**src/hdl/tss_pkg.sv**
```systemverilog
package tss_pkg;

   localparam int unsigned WAIT_TIMEOUT = 2000;
   localparam int unsigned FULL_SCALE = 10000;

   localparam int unsigned THR_W = 14;
   localparam int unsigned TIME_W = 16;
   localparam int unsigned TIMER_W = 17;
   localparam int unsigned IDX_W = 16;
   localparam int unsigned PROD_W = THR_W + IDX_W;
   localparam int unsigned DVD_W = THR_W + 2;
   localparam int unsigned DIV_STEPS = DVD_W;
   localparam int unsigned CNT_W = $clog2(DIV_STEPS);
   localparam int unsigned CSR_IDX_W = 3;
   localparam int unsigned CSR_DATA_W = 16;

   localparam logic [THR_W-1:0] FULL_SCALE_V = THR_W'(FULL_SCALE);
   localparam logic [TIMER_W-1:0] WAIT_TIMEOUT_V = TIMER_W'(WAIT_TIMEOUT);
   localparam logic [TIMER_W-1:0] TIMER_MAX = '1;
   localparam logic [IDX_W-1:0] IDX_MAX = '1;
   localparam logic [CNT_W-1:0] DIV_LAST = CNT_W'(DIV_STEPS - 1);

   localparam logic [1:0] PH_WAIT = 2'd0;
   localparam logic [1:0] PH_SETTLE = 2'd1;
   localparam logic [1:0] PH_MEASURE = 2'd2;
   localparam logic [1:0] PH_DONE = 2'd3;

   localparam logic [1:0] MODE_DWELL = 2'd0;
   localparam logic [1:0] MODE_WINDOW = 2'd1;

   localparam logic KIND_HOLD = 1'b0;
   localparam logic CMD_START = 1'b1;

   localparam logic [CSR_IDX_W-1:0] CSR_STEP_KIND = 3'd0;
   localparam logic [CSR_IDX_W-1:0] CSR_THR_START = 3'd1;
   localparam logic [CSR_IDX_W-1:0] CSR_THR_END = 3'd2;
   localparam logic [CSR_IDX_W-1:0] CSR_SWEEP_INC = 3'd3;
   localparam logic [CSR_IDX_W-1:0] CSR_DWELL = 3'd4;
   localparam logic [CSR_IDX_W-1:0] CSR_SETTLE = 3'd5;
   localparam logic [CSR_IDX_W-1:0] CSR_MODE = 3'd6;
   localparam logic [CSR_IDX_W-1:0] CSR_REC = 3'd7;

   typedef struct packed {
      logic cmd;
      logic motor_at_target;
      logic recorder_busy;
   } req_word_type;

   typedef struct packed {
      logic [THR_W-1:0] throttle_cmd;
      logic throttle_write;
      logic [1:0] phase_now;
      logic trigger_measure;
      logic stop_recorder;
      logic wait_timed_out;
      logic point_done;
      logic step_done;
      logic [IDX_W-1:0] point_number;
   } rsp_word_type;

   typedef struct packed {
      logic latch;
      logic exec;
      logic div_step;
      logic mul;
      logic upd;
      logic load_out;
   } tss_cmd_type;

   typedef struct packed {
      logic need_div;
      logic need_mul;
      logic div_last;
   } tss_sts_type;

   function automatic logic [THR_W-1:0] clamp_fs(input logic [THR_W-1:0] v);
      return (v > FULL_SCALE_V) ? FULL_SCALE_V : v;
   endfunction

endpackage

```
**src/hdl/tss_if.sv**
```systemverilog
interface tss_req_if;
   logic valid;
   logic ready;
   tss_pkg::req_word_type word;
   modport source (output valid, output word, input ready);
   modport sink (input valid, input word, output ready);
endinterface

interface tss_rsp_if;
   logic valid;
   logic ready;
   tss_pkg::rsp_word_type word;
   modport source (output valid, output word, input ready);
   modport sink (input valid, input word, output ready);
endinterface

```
**src/hdl/tss_dp.sv**
```systemverilog
module tss_dp (
   input  logic                          clock,
   input  logic                          reset,
   input  tss_pkg::tss_cmd_type          cmd,
   output tss_pkg::tss_sts_type          sts,
   input  tss_pkg::req_word_type         req_word,
   output tss_pkg::rsp_word_type         rsp_word,
   input  logic                          csr_we,
   input  logic [tss_pkg::CSR_IDX_W-1:0] csr_index,
   input  logic [tss_pkg::CSR_DATA_W-1:0] csr_wdata
);
   import tss_pkg::*;

   logic kind_ff, rec_ff;
   logic [THR_W-1:0] start_ff, end_ff, inc_ff;
   logic [TIME_W-1:0] dwell_ff, settle_ff;
   logic [1:0] mode_ff;

   logic [1:0] phase_ff, phase_in;
   logic armed_ff, armed_in;
   logic [TIMER_W-1:0] timer_ff, timer_in;
   logic [IDX_W-1:0] idx_ff, idx_in;
   logic [IDX_W-1:0] total_ff, total_in;
   logic [THR_W-1:0] target_ff, target_in;
   logic active_ff, active_in;

   req_word_type in_ff, in_in;
   logic wr_ff, wr_in, trig_ff, trig_in, stop_ff, stop_in;
   logic tmo_ff, tmo_in, pdone_ff, pdone_in, sdone_ff, sdone_in;
   logic [DVD_W-1:0] rem_ff, rem_in, quo_ff, quo_in;
   logic [CNT_W-1:0] cnt_ff, cnt_in;
   logic [PROD_W-1:0] prod_ff, prod_in;
   rsp_word_type out_ff, out_in;

   logic sweep_up;
   logic [THR_W-1:0] span;
   logic [DVD_W-1:0] dividend, shifted, rem_next, quo_next, divisor;
   logic ge;
   logic [IDX_W:0] total_sum;
   logic [TIMER_W-1:0] timer_inc;
   logic [IDX_W-1:0] idx_next;
   logic [PROD_W:0] up_sum;
   logic [THR_W-1:0] sweep_tgt;
   logic fin, dwell_ok, need_mul;

   always_ff @(posedge clock) begin
      if (reset) begin
         kind_ff <= 1'b0;
         start_ff <= '0;
         end_ff <= '0;
         inc_ff <= THR_W'(100);
         dwell_ff <= '0;
         settle_ff <= '0;
         mode_ff <= MODE_DWELL;
         rec_ff <= 1'b0;
      end else if (csr_we) begin
         case (csr_index)
            CSR_STEP_KIND: kind_ff <= csr_wdata[0];
            CSR_THR_START: start_ff <= csr_wdata[THR_W-1:0];
            CSR_THR_END: end_ff <= csr_wdata[THR_W-1:0];
            CSR_SWEEP_INC: inc_ff <= csr_wdata[THR_W-1:0];
            CSR_DWELL: dwell_ff <= csr_wdata[TIME_W-1:0];
            CSR_SETTLE: settle_ff <= csr_wdata[TIME_W-1:0];
            CSR_MODE: mode_ff <= csr_wdata[1:0];
            CSR_REC: rec_ff <= csr_wdata[0];
            default: ;
         endcase
      end
   end

   always_ff @(posedge clock) begin
      if (reset) begin
         phase_ff <= PH_WAIT;
         armed_ff <= 1'b0;
         timer_ff <= '0;
         idx_ff <= '0;
         total_ff <= '0;
         target_ff <= '0;
         active_ff <= 1'b0;
      end else begin
         phase_ff <= phase_in;
         armed_ff <= armed_in;
         timer_ff <= timer_in;
         idx_ff <= idx_in;
         total_ff <= total_in;
         target_ff <= target_in;
         active_ff <= active_in;
      end
   end

   always_ff @(posedge clock) begin
      in_ff <= in_in;
      wr_ff <= wr_in;
      trig_ff <= trig_in;
      stop_ff <= stop_in;
      tmo_ff <= tmo_in;
      pdone_ff <= pdone_in;
      sdone_ff <= sdone_in;
      rem_ff <= rem_in;
      quo_ff <= quo_in;
      cnt_ff <= cnt_in;
      prod_ff <= prod_in;
      out_ff <= out_in;
   end

   // shared arithmetic
   always_comb begin
      sweep_up = end_ff > start_ff;
      span = sweep_up ? (end_ff - start_ff) : (start_ff - end_ff);
      dividend = {1'b0, span, 1'b0} + {2'b00, inc_ff};
      divisor = {1'b0, inc_ff, 1'b0};
      shifted = {rem_ff[DVD_W-2:0], quo_ff[DVD_W-1]};
      ge = shifted >= divisor;
      rem_next = ge ? (shifted - divisor) : shifted;
      quo_next = {quo_ff[DVD_W-2:0], ge};
      total_sum = {1'b0, quo_next} + (IDX_W+1)'(1);
      timer_inc = (timer_ff == TIMER_MAX) ? timer_ff : (timer_ff + TIMER_W'(1));
      idx_next = (idx_ff == IDX_MAX) ? idx_ff : (idx_ff + IDX_W'(1));
      up_sum = {{(PROD_W+1-THR_W){1'b0}}, start_ff} + {1'b0, prod_ff};
      if (sweep_up) begin
         sweep_tgt = (up_sum > (PROD_W+1)'(FULL_SCALE)) ? FULL_SCALE_V : up_sum[THR_W-1:0];
      end else if (prod_ff > {{(PROD_W-THR_W){1'b0}}, start_ff}) begin
         sweep_tgt = '0;
      end else begin
         sweep_tgt = clamp_fs(start_ff - prod_ff[THR_W-1:0]);
      end
   end

   always_comb begin
      phase_in = phase_ff;
      armed_in = armed_ff;
      timer_in = timer_ff;
      idx_in = idx_ff;
      total_in = total_ff;
      target_in = target_ff;
      active_in = active_ff;
      in_in = in_ff;
      wr_in = wr_ff;
      trig_in = trig_ff;
      stop_in = stop_ff;
      tmo_in = tmo_ff;
      pdone_in = pdone_ff;
      sdone_in = sdone_ff;
      rem_in = rem_ff;
      quo_in = quo_ff;
      cnt_in = cnt_ff;
      prod_in = prod_ff;
      out_in = out_ff;
      fin = 1'b0;
      dwell_ok = 1'b0;
      need_mul = 1'b0;

      if (cmd.latch) begin
         in_in = req_word;
      end

      if (cmd.exec) begin
         wr_in = 1'b0;
         trig_in = 1'b0;
         stop_in = 1'b0;
         tmo_in = 1'b0;
         pdone_in = 1'b0;
         sdone_in = 1'b0;
         if (in_ff.cmd == CMD_START) begin
            phase_in = PH_WAIT;
            armed_in = 1'b0;
            timer_in = '0;
            idx_in = '0;
            active_in = 1'b1;
            wr_in = 1'b1;
            total_in = IDX_W'(1);
            if (kind_ff == KIND_HOLD) begin
               target_in = clamp_fs(end_ff);
            end else begin
               target_in = clamp_fs(start_ff);
               rem_in = '0;
               quo_in = dividend;
               cnt_in = '0;
            end
         end else if (active_ff) begin
            case (phase_ff)
               PH_WAIT: begin
                  if (!armed_ff) begin
                     armed_in = 1'b1;
                     timer_in = '0;
                  end else begin
                     timer_in = timer_inc;
                     if (in_ff.motor_at_target) begin
                        phase_in = PH_SETTLE;
                        timer_in = '0;
                     end else if (timer_inc > WAIT_TIMEOUT_V) begin
                        phase_in = PH_SETTLE;
                        timer_in = '0;
                        tmo_in = 1'b1;
                     end
                  end
               end
               PH_SETTLE: begin
                  timer_in = timer_inc;
                  if (timer_inc >= {1'b0, settle_ff}) begin
                     trig_in = rec_ff;
                     phase_in = PH_MEASURE;
                     timer_in = '0;
                  end
               end
               PH_MEASURE: begin
                  timer_in = timer_inc;
                  dwell_ok = timer_inc >= {1'b0, dwell_ff};
                  if (rec_ff && mode_ff == MODE_WINDOW) begin
                     fin = !in_ff.recorder_busy;
                  end else begin
                     fin = dwell_ok;
                     stop_in = dwell_ok && rec_ff && mode_ff == MODE_DWELL;
                  end
                  if (fin) begin
                     phase_in = PH_DONE;
                  end
               end
               default: begin
                  fin = 1'b1;
               end
            endcase
            if (fin) begin
               pdone_in = 1'b1;
               if (kind_ff == KIND_HOLD) begin
                  sdone_in = 1'b1;
                  active_in = 1'b0;
               end else begin
                  idx_in = idx_next;
                  if (idx_next >= total_ff) begin
                     target_in = clamp_fs(end_ff);
                     sdone_in = 1'b1;
                     active_in = 1'b0;
                  end else begin
                     need_mul = 1'b1;
                  end
               end
            end
         end
      end

      if (cmd.div_step) begin
         rem_in = rem_next;
         quo_in = quo_next;
         cnt_in = cnt_ff + CNT_W'(1);
         if (cnt_ff == DIV_LAST) begin
            total_in = total_sum[IDX_W] ? IDX_MAX : total_sum[IDX_W-1:0];
         end
      end

      if (cmd.mul) begin
         prod_in = PROD_W'(inc_ff) * PROD_W'(idx_ff);
      end

      if (cmd.upd) begin
         target_in = sweep_tgt;
         phase_in = PH_WAIT;
         armed_in = 1'b0;
         timer_in = '0;
         wr_in = 1'b1;
      end

      if (cmd.load_out) begin
         out_in.throttle_cmd = target_ff;
         out_in.throttle_write = wr_ff;
         out_in.phase_now = phase_ff;
         out_in.trigger_measure = trig_ff;
         out_in.stop_recorder = stop_ff;
         out_in.wait_timed_out = tmo_ff;
         out_in.point_done = pdone_ff;
         out_in.step_done = sdone_ff;
         out_in.point_number = idx_ff;
      end
   end

   assign sts.need_div = in_ff.cmd == CMD_START && kind_ff != KIND_HOLD && inc_ff != '0;
   assign sts.need_mul = need_mul;
   assign sts.div_last = cnt_ff == DIV_LAST;
   assign rsp_word = out_ff;

endmodule

```
**src/hdl/tss_ctrl.sv**
```systemverilog
module tss_ctrl (
   input  logic                 clock,
   input  logic                 reset,
   input  logic                 req_valid,
   output logic                 req_ready,
   output logic                 rsp_valid,
   input  logic                 rsp_ready,
   output tss_pkg::tss_cmd_type cmd,
   input  tss_pkg::tss_sts_type sts
);
   import tss_pkg::*;

   localparam logic [2:0] S_IDLE = 3'd0;
   localparam logic [2:0] S_EXEC = 3'd1;
   localparam logic [2:0] S_DIV = 3'd2;
   localparam logic [2:0] S_MUL = 3'd3;
   localparam logic [2:0] S_UPD = 3'd4;
   localparam logic [2:0] S_FIN = 3'd5;

   logic [2:0] state_ff, state_in;
   logic rsp_valid_ff, rsp_valid_in;
   logic out_free;

   always_ff @(posedge clock) begin
      if (reset) begin
         state_ff <= S_IDLE;
         rsp_valid_ff <= 1'b0;
      end else begin
         state_ff <= state_in;
         rsp_valid_ff <= rsp_valid_in;
      end
   end

   assign out_free = !rsp_valid_ff || rsp_ready;

   always_comb begin
      state_in = state_ff;
      cmd = '0;
      req_ready = 1'b0;
      case (state_ff)
         S_IDLE: begin
            req_ready = 1'b1;
            if (req_valid) begin
               cmd.latch = 1'b1;
               state_in = S_EXEC;
            end
         end
         S_EXEC: begin
            cmd.exec = 1'b1;
            if (sts.need_div) begin
               state_in = S_DIV;
            end else if (sts.need_mul) begin
               state_in = S_MUL;
            end else begin
               state_in = S_FIN;
            end
         end
         S_DIV: begin
            cmd.div_step = 1'b1;
            if (sts.div_last) begin
               state_in = S_FIN;
            end
         end
         S_MUL: begin
            cmd.mul = 1'b1;
            state_in = S_UPD;
         end
         S_UPD: begin
            cmd.upd = 1'b1;
            state_in = S_FIN;
         end
         S_FIN: begin
            if (out_free) begin
               cmd.load_out = 1'b1;
               state_in = S_IDLE;
            end
         end
         default: begin
            state_in = S_IDLE;
         end
      endcase
   end

   always_comb begin
      rsp_valid_in = rsp_valid_ff;
      if (cmd.load_out) begin
         rsp_valid_in = 1'b1;
      end else if (rsp_ready) begin
         rsp_valid_in = 1'b0;
      end
   end

   assign rsp_valid = rsp_valid_ff;

endmodule

```
**src/hdl/throttle_step_sweep_sequencer.sv**
```systemverilog
// Thrust stand step sequencer. Each word on the request channel is either a one millisecond
// tick or a start command, and each gives exactly one response word. Words are handled one
// at a time: a tick is latched, executed and then loaded into the response register, a tick
// that moves a sweep to its next point also passes through a multiply step and an add/clamp
// step, and the start of a sweep with a nonzero increment also runs the 16-step restoring
// divider that works out the point count one quotient bit per cycle. The next request is
// taken in the cycle after the response register is loaded, even while that response waits
// for rsp_chan.ready; a response not yet taken holds the following one back in the last
// step. Configuration writes through the csr_ port take effect on the next cycle and are
// meant to be done only while no word is in flight.
module throttle_step_sweep_sequencer (
   input  logic                           clock,
   input  logic                           reset,
   tss_req_if.sink                        req_chan,
   tss_rsp_if.source                      rsp_chan,
   input  logic                           csr_we,
   input  logic [tss_pkg::CSR_IDX_W-1:0]  csr_index,
   input  logic [tss_pkg::CSR_DATA_W-1:0] csr_wdata
);
   import tss_pkg::*;

   tss_cmd_type cmd;
   tss_sts_type sts;
   logic req_ready;
   logic rsp_valid;
   rsp_word_type rsp_word;

   tss_ctrl u_ctrl (
      .clock     (clock),
      .reset     (reset),
      .req_valid (req_chan.valid),
      .req_ready (req_ready),
      .rsp_valid (rsp_valid),
      .rsp_ready (rsp_chan.ready),
      .cmd       (cmd),
      .sts       (sts)
   );

   tss_dp u_dp (
      .clock     (clock),
      .reset     (reset),
      .cmd       (cmd),
      .sts       (sts),
      .req_word  (req_chan.word),
      .rsp_word  (rsp_word),
      .csr_we    (csr_we),
      .csr_index (csr_index),
      .csr_wdata (csr_wdata)
   );

   assign req_chan.ready = req_ready;
   assign rsp_chan.valid = rsp_valid;
   assign rsp_chan.word = rsp_word;

endmodule

```
**src/flat_wrapper.sv**
```systemverilog
// flat-port wrapper written by rule: the top's interface ports become plain ports
module throttle_step_sweep_sequencer_flat import tss_pkg::*;
  (clock, reset, csr_we, csr_index, csr_wdata, req_chan_valid, req_chan_word, req_chan_ready, rsp_chan_valid, rsp_chan_word, rsp_chan_ready);
  tss_req_if req_chan_i ();
  tss_rsp_if rsp_chan_i ();
  input  logic clock;
  input  logic reset;
  input  logic csr_we;
  input  logic [tss_pkg::CSR_IDX_W-1:0] csr_index;
  input  logic [tss_pkg::CSR_DATA_W-1:0] csr_wdata;
  input wire logic [$bits(req_chan_i.valid)-1:0] req_chan_valid;
  input wire logic [$bits(req_chan_i.word)-1:0] req_chan_word;
  output wire logic [$bits(req_chan_i.ready)-1:0] req_chan_ready;
  output wire logic [$bits(rsp_chan_i.valid)-1:0] rsp_chan_valid;
  output wire logic [$bits(rsp_chan_i.word)-1:0] rsp_chan_word;
  input wire logic [$bits(rsp_chan_i.ready)-1:0] rsp_chan_ready;
  assign req_chan_i.valid = req_chan_valid;
  assign req_chan_i.word = req_chan_word;
  assign req_chan_ready = req_chan_i.ready;
  assign rsp_chan_valid = rsp_chan_i.valid;
  assign rsp_chan_word = rsp_chan_i.word;
  assign rsp_chan_i.ready = rsp_chan_ready;
  throttle_step_sweep_sequencer u_core (.clock(clock), .reset(reset), .req_chan(req_chan_i), .rsp_chan(rsp_chan_i), .csr_we(csr_we), .csr_index(csr_index), .csr_wdata(csr_wdata));
endmodule
```
**config.mk**
```make
export PLATFORM = sky130hd
export DESIGN_NAME = throttle_step_sweep_sequencer_flat
export DESIGN_NICKNAME = d
export VERILOG_FILES = /design/src/hdl/tss_pkg.sv /design/src/hdl/tss_if.sv /design/src/hdl/tss_dp.sv /design/src/hdl/tss_ctrl.sv /design/src/hdl/throttle_step_sweep_sequencer.sv /design/src/flat_wrapper.sv
export SDC_FILE = /design/constraint.sdc
export NUM_CORES = 1
export LEC_CHECK = 0
export ABC_AREA = 1
export BUFFER_PORTS_ARGS = -buffer_cell sky130_fd_sc_hd__buf_2
export CORE_UTILIZATION = 35
export DETAILED_ROUTE_END_ITERATION = 10
export GPL_TIMING_DRIVEN = 0
export PLACE_DENSITY = 0.58
export SYNTH_ARGS = -nofsm -noshare
export SYNTH_HDL_FRONTEND = slang
export SYNTH_SLANG_ARGS = --single-unit
```
**constraint.sdc**
```tcl
create_clock -name clock -period 7.1 [get_ports clock]
set_clock_uncertainty 0.1 [all_clocks]
set_input_delay 0.71 -clock clock [delete_from_list [all_inputs] [get_ports clock]]
set_output_delay 0.71 -clock clock [all_outputs]
set_load 0.005 [all_outputs]
```
==> results.toml, run 1 <==
[clock_tree]
cts_tree = "yes"
clockBufferDepth = 3
h-tree-depth = 1
cts_sinks = 261
clock_latency_ns = 0.60
post_cts_buffers = 0
clkTransAtPathRegs_ns = 0.06
clockRootBuffer = "clkbuf_16"
cts_buffers = 30

[floorplan]
ios = 67
die-area_um2 = 74400
die_y_um = 273
core-area_um2 = 72000
initial_utilization = 0.356
die_width_um = 273
rows = 98

[setup_path]
path_common_cell = "fa_1"
cpPeakStageDelay_ns = 0.56
worstPathRequired_ns = 7.32
worstPathArrival_ns = 6.94
slowest_stage = "fa_1"
critPathBufInv = 5
crit_type = "flop to flop"
cp_max_fo = 10
cp_top_family = "adder cells"
crit_path_end_kind = "flop"
cp-start-kind = "flop"
crit_cells = 22
crit_chain = "clkbuf_1 -> clkbuf_2 -> nand2_1 -> fa_1 -> inv_1 -> fa_1 -> fa_1 -> fa_1 -> fa_1 -> inv_1 -> fa_1 -> inv_1 -> ha_1 -> a21oi_1 -> o21ai_0 -> a21oi_1 -> o21ai_1 -> nand2_1 -> nand2_1 -> nand2_1 -> nand3_1 -> xnor2_1"
ff2ff_path_depth = 22

[route]
wl_per_cell_um = 16.9
drt_pre_antenna_iters = 6
drc = 0
via_count = 22629
viasPerCell = 4.97
wl_um = 76700
drt_iter0_markers = 1769
ant_nets = 0

[timing]
post-route-min-period_ns = 6.73
setup_viol = 0
fmaxAchievable_ghz = 0.149
setup_tns_ns = 0
rsz0062_at_grt = "false"
fin_ws_ns = 0.374
worstMarginPinSlew_ns = 1.16
hold_viol = 0
fin_crit_sh = 0.947
slew-limit-headroom = 0.226
slew_viol_final = 0

[synthesis]
postSynthAreaPerCell_um2 = 7.39
synth-seq-cells = 261
synthXorXnorAreaFrac = 0.0344
synth_top_family_by_area = "adder cells"
synth_nets = 3913
synthAdderAreaFrac = 0.252
ys_types = 63
synth_compound_area_frac = 0.122
synthMuxAreaShare = 0.000780
synthSimpleGateAreaFrac = 0.219
synth_ff_type = "dfxtp_1"
syn_inst = 3471
mappedNetlistArea_um2 = 25700
yosysSeqAreaShare = 0.247
synthArstFlopShare = 0
yosysWarnings = 0
synth-edff-count = 111

[placement]
dp_cells = 4494
io_buffers = 66
place_congestion = 0.932
place_hpwl_um = 61700
dp_slack_ns = 0.100

[power]
ir_drop_mv = 0.264
finalPower_mw = 4.13
cellPowerDensity_nw_per_um2 = 146
p_leak_nw = 14.4

[worst_hold_path]
hold_depth = 1
hold_class = "primary input to flop"

[grt]
gr-total-overflow = 0
grt_antenna_before_repair = 2
grt_start_max_net_pins = 31
grt_usage = 0.207
grt_pass1_wl_um = 122000
grt_pass1_vias = 22046

[final_layout]
syn_to_final_growth_pct = 10.4
fill_cells = 7625
final_cells = 4550
seq_area_um2 = 6340
nets = 4017
multi_input_area_um2 = 16200
layout-drive-gt1-share = 0.0695

[run_status]
status = "finished clean"

[job]
maxCapViolCount = 0
## placed cells by master, fill, tap and decap left out, drive strengths merged, types with 13 or more instances in the layout
cell / netlist / layout
o21ai: 185 / 185
clkinv: 6 / 20
inv: 686 / 686
buf: 39 / 107
nor3: 52 / 52
xnor2: 31 / 31
nand4: 51 / 51
nor4: 19 / 19
fa: 171 / 171
edfxtp: 111 / 111
xor2: 69 / 69
a21oi: 279 / 279
nand3: 175 / 175
nand2: 814 / 814
nor2: 190 / 190
o21bai: 29 / 29
o211ai: 13 / 13
clkbuf: 87 / 124
dfxtp: 150 / 150
ha: 244 / 244
## cell usage after synthesis, types with 6 or more instances
cell type | instances | area share
a21o_1 | 9 | 0.0026
nand3_1 | 170 | 0.033
a31oi_1 | 8 | 0.0020
nor2_1 | 181 | 0.026
o21bai_1 | 28 | 0.0082
nand2_2 | 20 | 0.0049
nor4_1 | 18 | 0.0044
xnor2_1 | 31 | 0.011
a211oi_1 | 8 | 0.0023
ha_1 | 244 | 0.12
nor3_1 | 47 | 0.0092
a21oi_1 | 269 | 0.052
inv_1 | 672 | 0.098
buf_4 | 9 | 0.0026
buf_2 | 12 | 0.0023
xor2_1 | 68 | 0.023
inv_2 | 13 | 0.0019
nand2_1 | 790 | 0.12
nand4_1 | 50 | 0.012
clkbuf_1 | 87 | 0.013
edfxtp_1 | 111 | 0.13
a221oi_1 | 6 | 0.0020
a21oi_2 | 8 | 0.0027
o21ai_0 | 180 | 0.035
fa_1 | 171 | 0.13
buf_1 | 12 | 0.0018
dfxtp_1 | 150 | 0.12
o211ai_1 | 13 | 0.0038
## layout make-up
type	count	area share
timing repair buffer	73	0.0144
clock buffer	33	0.0269
inverter	692	0.0919
antenna	1	0.0000884
buffer	125	0.0211
tap	950	0.0420
clock inverter	23	0.00880
sequential	261	0.224
multi-input combinational	2392	0.571
## path summary, 6_finish.rpt
check                                            from                                 end  slack, ns
setup / recovery  u_core.u_dp.inc_ff[10]$_SDFFE_PP0P_   u_core.u_dp.prod_ff[29]$_DFFE_PP_       0.37
hold / removal                       req_chan_word[0]      u_core.u_dp.in_ff[0]$_DFFE_PP_       0.18
setup reg to reg  u_core.u_dp.inc_ff[10]$_SDFFE_PP0P_   u_core.u_dp.prod_ff[29]$_DFFE_PP_       0.37
hold reg to reg     u_core.u_dp.trig_ff$_SDFFCE_PP0P_  u_core.u_dp.rsp_word[20]$_DFFE_PP_       0.32
## report_power, final
part           switching (mW)  total, mW  internal [mW]
sequential             0.0370       1.67           1.63
clock                   0.675       1.60          0.923
combinational           0.585      0.865          0.280
## sequential cells by signal, summed over array words and instances, names as in the netlist, 4 cells and up
register / flops
u_core.u_dp.total_ff: 16
u_core.u_dp.end_ff: 14
u_core.u_dp.start_ff: 14
u_core.u_dp.idx_ff: 16
u_core.u_dp.cnt_ff: 4
u_core.u_dp.inc_ff: 14
u_core.u_dp.rem_ff: 15
u_core.u_dp.quo_ff: 16
u_core.u_dp.prod_ff: 30
u_core.u_dp.timer_ff: 17
u_core.u_dp.dwell_ff: 16
u_core.u_dp.target_ff: 14
u_core.u_dp.settle_ff: 16
u_core.u_dp.rsp_word: 38
## stage by stage
stage          hold slack, ns  area (µm²)   util
6_report                0.184       28300  0.393
5_1_grt                 0.164       28300  0.393
4_1_cts                 0.148       28300  0.393
3_5_place_dp            0.306       27300  0.379
3_3_place_gp            0.305       27200  0.378
2_1_floorplan           0.300       25700      -
## repair_timing
item,in CTS,in global routing
hold buffers,0,0
resized for setup,0,37
endpoints found under the setup margin,0,7
## kinds of logic after synthesis
family / count (synthesis)
xor+xnor: 100
buf+inv: 818
fa+ha+maj: 415
mux: 2
simple gates: 1312
flops: 261
compound gates: 563
## layer usage
layer	track usage	routed length [µm]	up-vias
met5	0	0	-
met4	0.0520	1900	0
met3	0.0177	3870	113
met2	0.340	34900	554
met1	0.290	36100	10714
li1	-	-	11248
(Power assumes the default switching activity.)
==> inputs of run 2 (changes only) <==
--- a/config.mk
+++ b/config.mk
@@ -7,6 +7,7 @@
 export LEC_CHECK = 0
 export ABC_AREA = 1
 export BUFFER_PORTS_ARGS = -buffer_cell sky130_fd_sc_hd__buf_2
+export CORE_MARGIN = 2
 export CORE_UTILIZATION = 35
 export DETAILED_ROUTE_END_ITERATION = 10
 export GPL_TIMING_DRIVEN = 0
==> constraint.sdc (replaced) <==
create_clock -name clock -period 7.1 [get_ports clock]
set_clock_uncertainty 0.1 [all_clocks]
set_input_delay 0.71 -clock clock [delete_from_list [all_inputs] [get_ports clock]]
set_output_delay 0.71 -clock clock [all_outputs]
set_load 0.05 [all_outputs]
==> run 2 against run 1 <==
Critical path depth is 6 higher. Die area up 1.5%. Sequential power is essentially flat. Global-route usage fell by 0.20 points. Worst hold slack improved by 0.0043 ns. Combinational power increased by 2.4%. Highest routed layer unchanged. Clock power about the same. Largest cell class unchanged. Cell count rose by 0.24%. First-iteration DRC count is 8.5% lower.
==> results.toml, run 2 (synthesis results as in run 1) <==
[run_status]
status = "finished clean"

[timing]
slew-limit-headroom = 0.172
slew_viol_final = 0
fin_hold_ws_ns = 0.188
rsz0062_at_grt = "false"
worstMarginPinSlew_ns = 1.24
setup_tns_ns = 0
fin_crit_sh = 0.951
hold_viol = 0
fmaxAchievable_ghz = 0.148
fin_ws_ns = 0.350
post-route-min-period_ns = 6.75
setup_viol = 0

[floorplan]
die-area_um2 = 75500
die_y_um = 275
rows = 99
ios = 67
core-area_um2 = 72700
initial_utilization = 0.353
die_width_um = 275

[final_layout]
design_area_um2 = 28300
final_common_cell = "nand2_1"
fill_cells = 7660
final_cells = 4561
nets = 4018
multi_input_area_um2 = 16200
mostFrequentLayoutCells = "790 x nand2_1, 672 x inv_1, 269 x a21oi_1, 244 x ha_1, 180 x nor2_1"
layout-drive-gt1-share = 0.0694
utilization = 0.390
seq_area_um2 = 6340
largest_reg_flops = 38
syn_to_final_growth_pct = 10.4

[power]
finalPower_mw = 4.13
cellPowerDensity_nw_per_um2 = 146
p_clk_frac = 0.382
seq_power_share = 0.404
combPwrFrac = 0.214
p_leak_nw = 14.4
switching_share = 0.319
p_switching_mw = 1.32
ir_drop_mv = 0.198
intPower_mw = 2.81

[route]
wl_um = 77100
drt_iter0_markers = 1618
wl_per_cell_um = 16.9
ant_nets = 0
drc = 0
drt_pre_antenna_iters = 6
viasPerCell = 4.98
via_count = 22709

[setup_path]
worstPathArrival_ns = 6.97
worstPathRequired_ns = 7.32
crit_type = "flop to flop"
cp_top_family = "adder cells"
cp_max_fo = 10
slowest_stage = "fa_1"
cp-start-kind = "flop"
path_common_cell = "inv_1"
crit_path_end_kind = "flop"
ff2ff_path_depth = 28
reg2reg_slack_ns = 0.35
crit_cells = 28
cpPeakStageDelay_ns = 0.54
critPathBufInv = 10

[clock_tree]
h-tree-depth = 1
ctsHoldBuffers = 0
clkTransAtPathRegs_ns = 0.06
cts_buffers = 31
cts_sinks = 261
clockBufferDepth = 3
clock_latency_ns = 0.60
clockRootBuffer = "clkbuf_16"
cts_tree = "yes"

[worst_hold_path]
hold_depth = 1
hold_class = "primary input to flop"

[placement]
dp_cells = 4504
place_congestion = 0.937
dp_slack_ns = 0.130
io_buffers = 66
place_hpwl_um = 62400
placed_area_um2 = 27300

[job]
maxCapViolCount = 0

[grt]
grt_usage = 0.205
gr-total-overflow = 0
grt_antenna_before_repair = 2
grt_pass1_vias = 21908
grt_pass1_wl_um = 122000
grt_start_max_net_pins = 31
==> run 2: per-layer routing <==
layer | GRT usage | part of all wire | vias up | wire [µm]
li1 | - | - | 11256 | -
met1 | 0.282 | 0.46 | 10743 | 35400
met2 | 0.337 | 0.45 | 602 | 35000
met3 | 0.0267 | 0.061 | 108 | 4670
met4 | 0.0548 | 0.027 | 0 | 2080
met5 | 0 | 0 | - | 0
==> run 2: final cells by class <==
class | instances | share of cell area
diodes | 1 | 0.0000883
plain buffers | 124 | 0.0209
clock buffers | 47 | 0.0327
clock inverters | 11 | 0.00283
inverters | 692 | 0.0918
multi-input cells | 2392 | 0.571
flip-flops and latches | 261 | 0.224
well taps | 959 | 0.0424
repair buffers | 74 | 0.0151
==> run 2: worst reg2reg max path, delay by kind of cell, from the launching register on <==
| kind | cells | cell delay [ns] |
|---|---|---|
| buf+inv | 10 | 1.08 |
| fa+ha+maj | 7 | 3.46 |
| simple gates | 7 | 0.78 |
| xor+xnor | 1 | 0.10 |
| compound gates | 3 | 0.62 |
| flops | 1 | 0.32 |
==> run 2: final timing paths <==
| check | end | start |
|---|---|---|
| setup / recovery | u_core.u_dp.prod_ff[29]$_DFFE_PP_ | u_core.u_dp.inc_ff[4]$_SDFFE_PP0P_ |
| hold / removal | u_core.u_dp.in_ff[2]$_DFFE_PP_ | req_chan_word[2] |
| setup reg to reg | u_core.u_dp.prod_ff[29]$_DFFE_PP_ | u_core.u_dp.inc_ff[4]$_SDFFE_PP0P_ |
| hold reg to reg | u_core.u_dp.rsp_word[18]$_DFFE_PP_ | u_core.u_dp.tmo_ff$_SDFFCE_PP0P_ |
==> run 2: repair_timing <==
action,CTS,global route
buffers inserted,0,0
endpoints found under the setup margin,0,6
hold endpoints to repair,0,0
gates resized for setup,0,37
==> run 2: power by group through the flow <==
stage | sequential, mW | clock, mW | combinational, mW
4_1_cts | 1.67 | 1.61 | 0.880
6_report | 1.67 | 1.58 | 0.886
3_3_place_gp | 1.70 | 0 | 0.872
3_5_place_dp | 1.70 | 0 | 0.873
2_1_floorplan | 1.70 | 0 | 0.597
5_1_grt | 1.67 | 1.67 | 0.989
